[src/sv/tvna_pkg.sv]
// ----------------------------------------------------------------------------
// tvna_pkg
// Shared types, sizes and helpers for the tetrahedron volume node accumulator.
// ----------------------------------------------------------------------------
package tvna_pkg;

  localparam int NODES   = 1024;
  localparam int NODE_AW = $clog2(NODES);
  localparam int NODE_CW = 17;

  localparam logic [1:0] MODE_CORNER = 2'd0;
  localparam logic [1:0] MODE_READ   = 2'd1;
  localparam logic [1:0] MODE_CLEAR  = 2'd2;

  localparam logic KIND_ELEMENT = 1'b0;
  localparam logic KIND_NODE    = 1'b1;

  localparam logic [15:0] COUNT_MAX = 16'hFFFF;
  localparam logic [15:0] VOL_DIVISOR = 16'd6;

  // ceil(2^22 / 6): exact quotient of any 19-bit partial remainder by 6
  localparam logic [19:0] VOL_RECIP    = 20'd699051;
  localparam int          VOL_RECIP_SH = 22;

  typedef struct packed {
    logic               start;
    logic signed [63:0] dividend;
    logic [15:0]        divisor;
  } div_req_t;

  typedef struct packed {
    logic busy;
    logic done;
  } div_stat_t;

  function automatic logic signed [63:0] sat_add(input logic signed [63:0] a,
                                                 input logic signed [63:0] b);
    logic signed [63:0] s;
    s = a + b;
    if (!a[63] && !b[63] && s[63]) return 64'sh7FFF_FFFF_FFFF_FFFF;
    if (a[63] && b[63] && !s[63]) return 64'sh8000_0000_0000_0000;
    return s;
  endfunction

endpackage

[src/sv/tvna_div.sv]
// ----------------------------------------------------------------------------
// tvna_div
// Radix-2 restoring divider: signed 64-bit dividend by unsigned 16-bit
// divisor, one quotient bit per cycle, quotient truncated toward zero.
// ----------------------------------------------------------------------------
module tvna_div (
  input  logic                clk,
  input  logic                rst,
  input  tvna_pkg::div_req_t  req,
  output tvna_pkg::div_stat_t stat,
  output logic signed [63:0]  quotient
);
  import tvna_pkg::*;

  logic        busy;
  logic        done;
  logic [5:0]  cnt;
  logic [63:0] q;
  logic [16:0] rem;
  logic [15:0] dvs;
  logic        neg;
  logic [16:0] rem_sh;

  assign rem_sh = {rem[15:0], q[63]};

  always_ff @(posedge clk) begin
    if (rst) begin
      busy <= 1'b0;
      done <= 1'b0;
      cnt  <= '0;
    end else begin
      done <= 1'b0;
      if (req.start) begin
        busy <= 1'b1;
        cnt  <= '0;
      end else if (busy) begin
        cnt <= cnt + 6'd1;
        if (cnt == 6'd63) begin
          busy <= 1'b0;
          done <= 1'b1;
        end
      end
    end
  end

  always_ff @(posedge clk) begin
    if (req.start) begin
      neg <= req.dividend[63];
      q   <= req.dividend[63] ? 64'(-req.dividend) : 64'(req.dividend);
      rem <= '0;
      dvs <= req.divisor;
    end else if (busy) begin
      if (rem_sh >= {1'b0, dvs}) begin
        rem <= rem_sh - {1'b0, dvs};
        q   <= {q[62:0], 1'b1};
      end else begin
        rem <= rem_sh;
        q   <= {q[62:0], 1'b0};
      end
    end
  end

  assign quotient  = neg ? -$signed(q) : $signed(q);
  assign stat.busy = busy;
  assign stat.done = done;

endmodule

[config.mk]
export PLATFORM = sky130hd
export DESIGN_NAME = tvna_div
export DESIGN_NICKNAME = d
export VERILOG_FILES = /design/src/sv/tvna_pkg.sv /design/src/sv/tvna_div.sv
export SDC_FILE = /design/constraint.sdc
export NUM_CORES = 1
export LEC_CHECK = 0
export BUFFER_PORTS_ARGS = -buffer_cell sky130_fd_sc_hd__buf_2
export CAP_MARGIN = 25
export CORE_UTILIZATION = 40
export DETAILED_ROUTE_END_ITERATION = 12
export PLACE_DENSITY = 0.66
export SLEW_MARGIN = 30
export SYNTH_ARGS = -nofsm -noshare
export SYNTH_HDL_FRONTEND = slang
export SYNTH_SLANG_ARGS = --single-unit
export TNS_END_PERCENT = 30
[constraint.sdc]
create_clock -name clk -period 3.1 [get_ports clk]
set_clock_uncertainty 0.2 [all_clocks]
set_input_delay 0.775 -clock clk [delete_from_list [all_inputs] [get_ports clk]]
set_output_delay 0.775 -clock clk [all_outputs]
set_load 0.05 [all_outputs]
## Word level (Yosys, flattened, before mapping)

Cells that the tools add are included.

| operators by class | value |
|---|---|
| add/subtract/negate cells | 4 |
| $lt $le $gt $ge | 1 |
| equal/unequal tests | 1 |
| mux-type cells | 10 |
| bitwise gates (word level) | 1 |
| reduce and logical (&&, ||, !) cells | 3 |

Operators by type and width:

| cell | count |
|---|---|
| 64-bit two-way mux | 4 |
| 64-bit negator | 2 |
| 17-bit by 16-bit >= comparator with 1-bit output | 1 |
| 16-bit two-way mux | 1 |
| 16-bit subtractor | 1 |
| 6-bit by 1-bit adder with 6-bit output (second input constant) | 1 |
| 6-bit equality test (second input constant) | 1 |
| 1-bit two-way mux | 5 |
| 3-bit OR reduction | 1 |
| 2-bit nonzero test | 1 |
| 2-bit OR reduction | 1 |
| 1-bit NOT | 1 |

| word-level totals | value |
|---|---|
| flip-flop bits (word level) | 105 |
| output and inout port bits | 66 |
| word-level logic and storage cells | 27 |

## Logic depth before layout (Yosys ltp)

Gate-level depths: netlist (run 1).

| logic depth | value |
|---|---|
| word-level depth | 4 |
| mapped depth | 10 |
| mapped depth without buffers | 10 |

## Worst setup path after synthesis (run 1)

Ideal clock, no wire load.

| timing path | value |
|---|---|
| path kind | reg-to-output |
| from | register q[6] |
| to | output port quotient[18] |
| arrival | 2.809 ns |
| setup slack | -0.684 ns |
| cell stages (with the launch flop) | 7 |
| buffers on the path | 0 |
| path through | edfxtp_1 or4_4 or3_1 or3_4 or4_4 o41ai_2 xnor2_1 |

| on the way | value |
|---|---|
| longest elaborated chain between the ends | 2 |

RTL lines:

| element | line | text |
|---|---|---|
| from (decl) | tvna_div.sv:18 | `logic [63:0] q;` |
| from (signal assigned) | tvna_div.sv:49 | `q <= req.dividend[63] ? 64'(-req.dividend) : 64'(req.dividend);` |
| from (signal assigned) | tvna_div.sv:55 | `q <= {q[62:0], 1'b1};` |
| from (signal assigned) | tvna_div.sv:58 | `q <= {q[62:0], 1'b0};` |
| 64-bit negator | tvna_div.sv:63 | `assign quotient = neg ? -$signed(q) : $signed(q);` |
| 64-bit two-way mux | tvna_div.sv:63 |  |
| to (decl) | tvna_div.sv:11 | `output logic signed [63:0] quotient` |

No other way between the ends.

## Final worst setup path (run 1)

Same ends and word-level chain as after synthesis.

==> results of run 1 <==
metal layers:
layer | vias up | share of wire
met5 | - | 0
met4 | 0 | 0.022
met2 | 200 | 0.49
met3 | 33 | 0.041
met1 | 3676 | 0.44
li1 | 3880 | -
logic make-up after synthesis:
family	after synthesis	synth area share
buffers and inverters	72	0.0356
flip-flops	105	0.367
XOR/XNOR	136	0.150
AND/OR/NAND/NOR	303	0.206
multiplexers	12	0.0153
AO/OA/AOI/OAI	229	0.194
adder cells (fa/ha/maj)	20	0.0325
tightest hold or removal path, delay by kind of cell, from the launching register on:
family,cells,cell delay [ps]
AOI/OAI and AO/OA,1,70
and+or+nand+nor,1,50
DFF,1,330
synth_stat cells, types with 3 or more instances:
cell type   n  area share
or4_1      10      0.0095
nor2_1     96       0.045
a32oi_1     3      0.0033
or4_4       6      0.0085
o41ai_2     7       0.014
ha_1       19       0.030
and3_1      5      0.0039
nor4_1      7      0.0055
nand2b_1   11      0.0087
a21o_1      4      0.0038
dfxtp_1    24       0.061
xor2_1     62       0.068
nand4_1    13       0.010
o41ai_1    16       0.018
nor4_2      7       0.011
a211oi_1   16       0.015
or2_1       5      0.0039
xnor2_1    74       0.082
or2_2      10      0.0079
o31ai_1    37       0.035
buf_4       3      0.0028
or3_1      23       0.018
o211ai_1    5      0.0047
edfxtp_1   81        0.31
nor3_1     15      0.0095
nand2_1    62       0.029
a21oi_1    76       0.048
nor2b_1     5      0.0039
clkbuf_1   40       0.019
inv_1      28       0.013
nand3_1    15      0.0095
o21ai_0    46       0.029
mux2i_1    11       0.014
flip-flops by register name (all words and copies together) (netlist names):
register	flops
cnt	6
busy	1
dvs	16
q	64
rem	16
done	1
neg	1
what timing repair did:
action,in CTS,in global routing
setup endpoints to repair,66,76
resized for setup,169,33
buffers inserted,10,3
pin swaps,25,23
through the flow:
stage | setup TNS, ps | cell area, um2 | worst slack [ps]
floorplan | -24790 | 8670 | -535
global placement | -36180 | 11000 | -756
detailed placement | -37780 | 11000 | -780
CTS | -40920 | 12000 | -1090
global route | -46280 | 12200 | -1200
finish | -39770 | 12200 | -1080
final cells by class:
type	count	area (um2)	share of cell area
repair buffers	344	2590	0.212
inverters	28	105	0.00860
well taps	265	332	0.0271
flip-flops and latches	105	2910	0.238
clock buffers	10	229	0.0187
clock inverters	6	48.8	0.00399
diodes	4	10.0	0.000819
multi-input cells	700	6000	0.491
power breakdown:
part	internal (mW)	switching (mW)
Combinational	0.942	1.40
Sequential	1.68	0.0863
Clock	0.560	0.544
final timing paths:
check,startpoint,to,slack [ps]
min,rem[9]$_SDFFE_PP0P_,rem[10]$_SDFFE_PP0P_,300
max,q[6]$_DFFE_PP_,quotient[18],-1080
min reg2reg,rem[9]$_SDFFE_PP0P_,rem[10]$_SDFFE_PP0P_,300
max reg2reg,dvs[1]$_DFFE_PP_,rem[0]$_SDFFE_PP0P_,220
==> qor.csv, run 1 <==
metric,value,unit
max_slew_margin,0.570,
grt_util_met2,0.396,
hold_path.class,flop to flop,
tightest_slew,645,ps
path_depth,8,
viasPerCell,5.33,
synth_ff_type,edfxtp_1,
finalCritPeriodShare,1.35,
hold_viol,0,
synth_area,0.00794,mm2
finalNonFillerCells,1462,
portBuffers,148,
grt_pass1_wl,37.2,mm
htreeDepth,3,
violations,negative setup slack,
final_util,0.628,
grt_max_degree,77,
cp_num_buf_inv,2,
die_area,0.0204,mm2
ios,149,
initial_core_util,0.408,
drive_above_1_share,0.432,
dp_cells,1430,
irDropWorstVdd,0.280,mV
crit_path_cell_trace,"or4_4, or3_4, or3_4, buf_4, or4_4, o41ai_4, xnor2_2, buf_6",
holdPathStages,2,
ys_warn_count,0,
status,finished with violations,
root_buffer,clkbuf_16,
dp_hpwl,18.1,mm
clk_latency,350,ps
vias,7789,
reg2reg_depth,9,
drt_wl_total,23.7,mm
max_freq,0.239,GHz
finalWeightedCongestion,0.901,
clk_pin_slew,80,ps
clock-sinks,105,
antenna_found_initial,3,
worstPathRequired,2120,ps
syn_area_per_cell,9.05,um2
ant_nets,0,
grtUsageTotal,0.235,
synth-seq-area-share,0.367,
worst_ep_arrival_time,3210,ps
hold_ws,299,ps
crit_fanout,3,
critPathCaptureType,output pin,
period_minus_slack,4180,ps
drv_cap,0,
mostFrequentLayoutCells,"206 x buf_4, 95 x nor2_1, 87 x buf_2",
critPathTopFamily,simple AND/OR/NAND/NOR gates,
drt-wirelength-per-cell,16.2,um
syn_inst,877,
cts_buffers,9,
postCtsHoldBufs,0,
layout_commonest_cell,buf_4,
cts_tree,yes,
yosysUniqueCellTypes,62,
grt_overflow,0,
power_density,426,mW/mm2
async_reset_ff_frac,0,
fin_nets,1291,
crit_slowest_cell,or4_4,
p_leak,5.05,nW
use_met3,0.0268,
synth_edf_count,81,
grt_pass1_vias,7391,
setup_viol,62,
drcViolationCount,0,
drv_slew,0,
drtIter0Drc,485,
cp-start-kind,flop,
die_y,143,um
first_pass_iters,5,
gr-usage-met1,0.308,
fill_cells,1570,
rows,51,
die_w,143,um
syn_nets,980,
yosys_register_bits,105,
cpPeakStageDelay,550,ps
rsz0062_at_grt,yes,
grt.busiest_layer,met2,
core,0.0195,mm2
area_delta_synth_final,53.9,%
crit_type,flop to output pin,
clockBufferDepth,2,
setup_ws,-1080,ps
totalPowerFinal,5.21,mW
(Power assumes the default switching activity.)
==> run 2: changes to the inputs <==
Clock period 3.1 ns to 3.6 ns, I/O delays scaled along.
==> run 2 against run 1 <==
  * The run still ends with negative setup slack left
  * Sequential power shrank 13%
  * Sequential share of layout area increased by 3.6 points
  * Via count decreased by 3.9%
  * Cell count down 5.2%
  * Count of clock-buffer cells in the layout increased by 5
  * Non-clock buffer count decreased by 75
  * First-iteration DRC count fell by 2.7%
  * Power is 19% lower
  * Largest cell class unchanged
  * Highest routed layer is now met5
==> qor.csv, run 2 (synthesized netlist as in run 1, its figures left out) <==
metric,value,unit
layout_commonest_cell,buf_4,
top_regs,"q (64), dvs (16), rem (16)",
ios,149,
setup_ws,-666,ps
crit_type,flop to output pin,
die_w,143,um
viasPerCell,5.40,
power_density,396,mW/mm2
clockBufferDepth,2,
rows,51,
hold_ws,292,ps
crit_path_cell_trace,"or4_4, or3_1, or3_4, buf_6, or4_4, o41ai_4, xnor2_2, buf_6",
fin_nets,1216,
area_delta_synth_final,33.8,%
htreeDepth,3,
final_util,0.546,
clk_latency,350,ps
grtUsageTotal,0.217,
finalWeightedCongestion,0.881,
drive_above_1_share,0.324,
initial_core_util,0.408,
cp-start-kind,flop,
worstPathRequired,2500,ps
crit_slowest_cell,or4_4,
critPathCaptureType,output pin,
period_minus_slack,4270,ps
cts_buffers,9,
drcViolationCount,0,
worst_ep_arrival_time,3170,ps
die_y,143,um
placed_area,0.00986,mm2
grt_pass1_wl,34.7,mm
max_freq,0.234,GHz
hold_viol,0,
antenna_found_initial,6,
crit_fanout,3,
dp_hpwl,16.9,mm
largest_register_ffs,64,
violations,negative setup slack,
vias,7482,
stdcell_area,0.0106,mm2
grt_overflow,0,
setup_viol,54,
dpl_worst_slack,-414,ps
ant_nets,0,
mostFrequentLayoutCells,"132 x buf_4, 115 x buf_2, 96 x nor2_1",
cts_tree,yes,
die_area,0.0204,mm2
max_slew_margin,0.557,
grt_max_degree,157,
clk_pin_slew,70,ps
cpPeakStageDelay,560,ps
hold_path.class,flop to flop,
drv_slew,0,
drt_wl_total,22.3,mm
portBuffers,148,
drt-wirelength-per-cell,16.1,um
irDropWorstVdd,0.223,mV
top_register,q,
core,0.0195,mm2
finalCritPeriodShare,1.19,
tightest_slew,665,ps
grt_pass1_vias,6921,
root_buffer,clkbuf_16,
status,finished with violations,
drtIter0Drc,472,
p_leak,4.30,nW
rsz0062_at_grt,yes,
first_pass_iters,5,
clock-sinks,105,
drv_cap,0,
run 2: path summary, 6_finish.rpt:
kind                                           from                   to  slack (ps)  cells past startpoint
worst max-delay path                 q[5]$_DFFE_PP_         quotient[18]        -670                      8
worst min-delay path            cnt[5]$_SDFFE_PP0P_  cnt[5]$_SDFFE_PP0P_         290                      2
worst max register to register     dvs[1]$_DFFE_PP_  rem[0]$_SDFFE_PP0P_         630                     10
worst min register to register  cnt[5]$_SDFFE_PP0P_  cnt[5]$_SDFFE_PP0P_         290                      2
run 2: metal layers:
metal,share of wire,global-route usage,routed length [um]
met1,0.43,0.276,9640
met4,0.023,0.0741,507
met5,0.0012,0,27
met3,0.055,0.0359,1220
met2,0.49,0.373,10900
run 2: timing repair:
action                                  in CTS  in global routing
endpoints found under the setup margin      54                 55
resized for setup                           68                 35
hold buffers                                 0                  0
buffers inserted                             3                  2
pin swaps                                    5                  9
cloned                                       0                  0
hold endpoints to repair                     0                  0
run 2: stage by stage:
| step | setup TNS, ps | total power [mW] | instances |
|---|---|---|---|
| floorplan | -2390 | 2.64 | 877 |
| global placement | -4260 | 3.11 | 1362 |
| detailed placement | -5970 | 3.12 | 1362 |
| CTS | -20400 | 4.21 | 1381 |
| global route | -26930 | 4.39 | 1384 |
| finish | -19780 | 4.21 | 1386 |
run 2: worst max-delay path: cells and delay by family (launching register included):
family	cells	cell delay (ps)
simple gates	4	1690
flops	1	380
buf+inv	2	310
compound gates	1	270
xor+xnor	1	170
run 2: cell type report:
type                       instances  area [um2]
multi-input combinational        700        5120
inverter                          28         105
antenna                            3        7.51
timing repair buffer             269        1840
fill                            1832        8840
tap                              265         332
clock inverter                     1        5.00
sequential                       105        2910
clock buffer                      15         300
run 2: power by group:
part / internal [mW] / leakage [nW] / total, mW / switching, mW
sequential: 1.45 / 0.990 / 1.53 / 0.0833
combinational: 0.594 / 3.16 / 1.67 / 1.07
clock: 0.573 / 0.150 / 1.01 / 0.439
total: 2.61 / 4.30 / 4.21 / 1.60
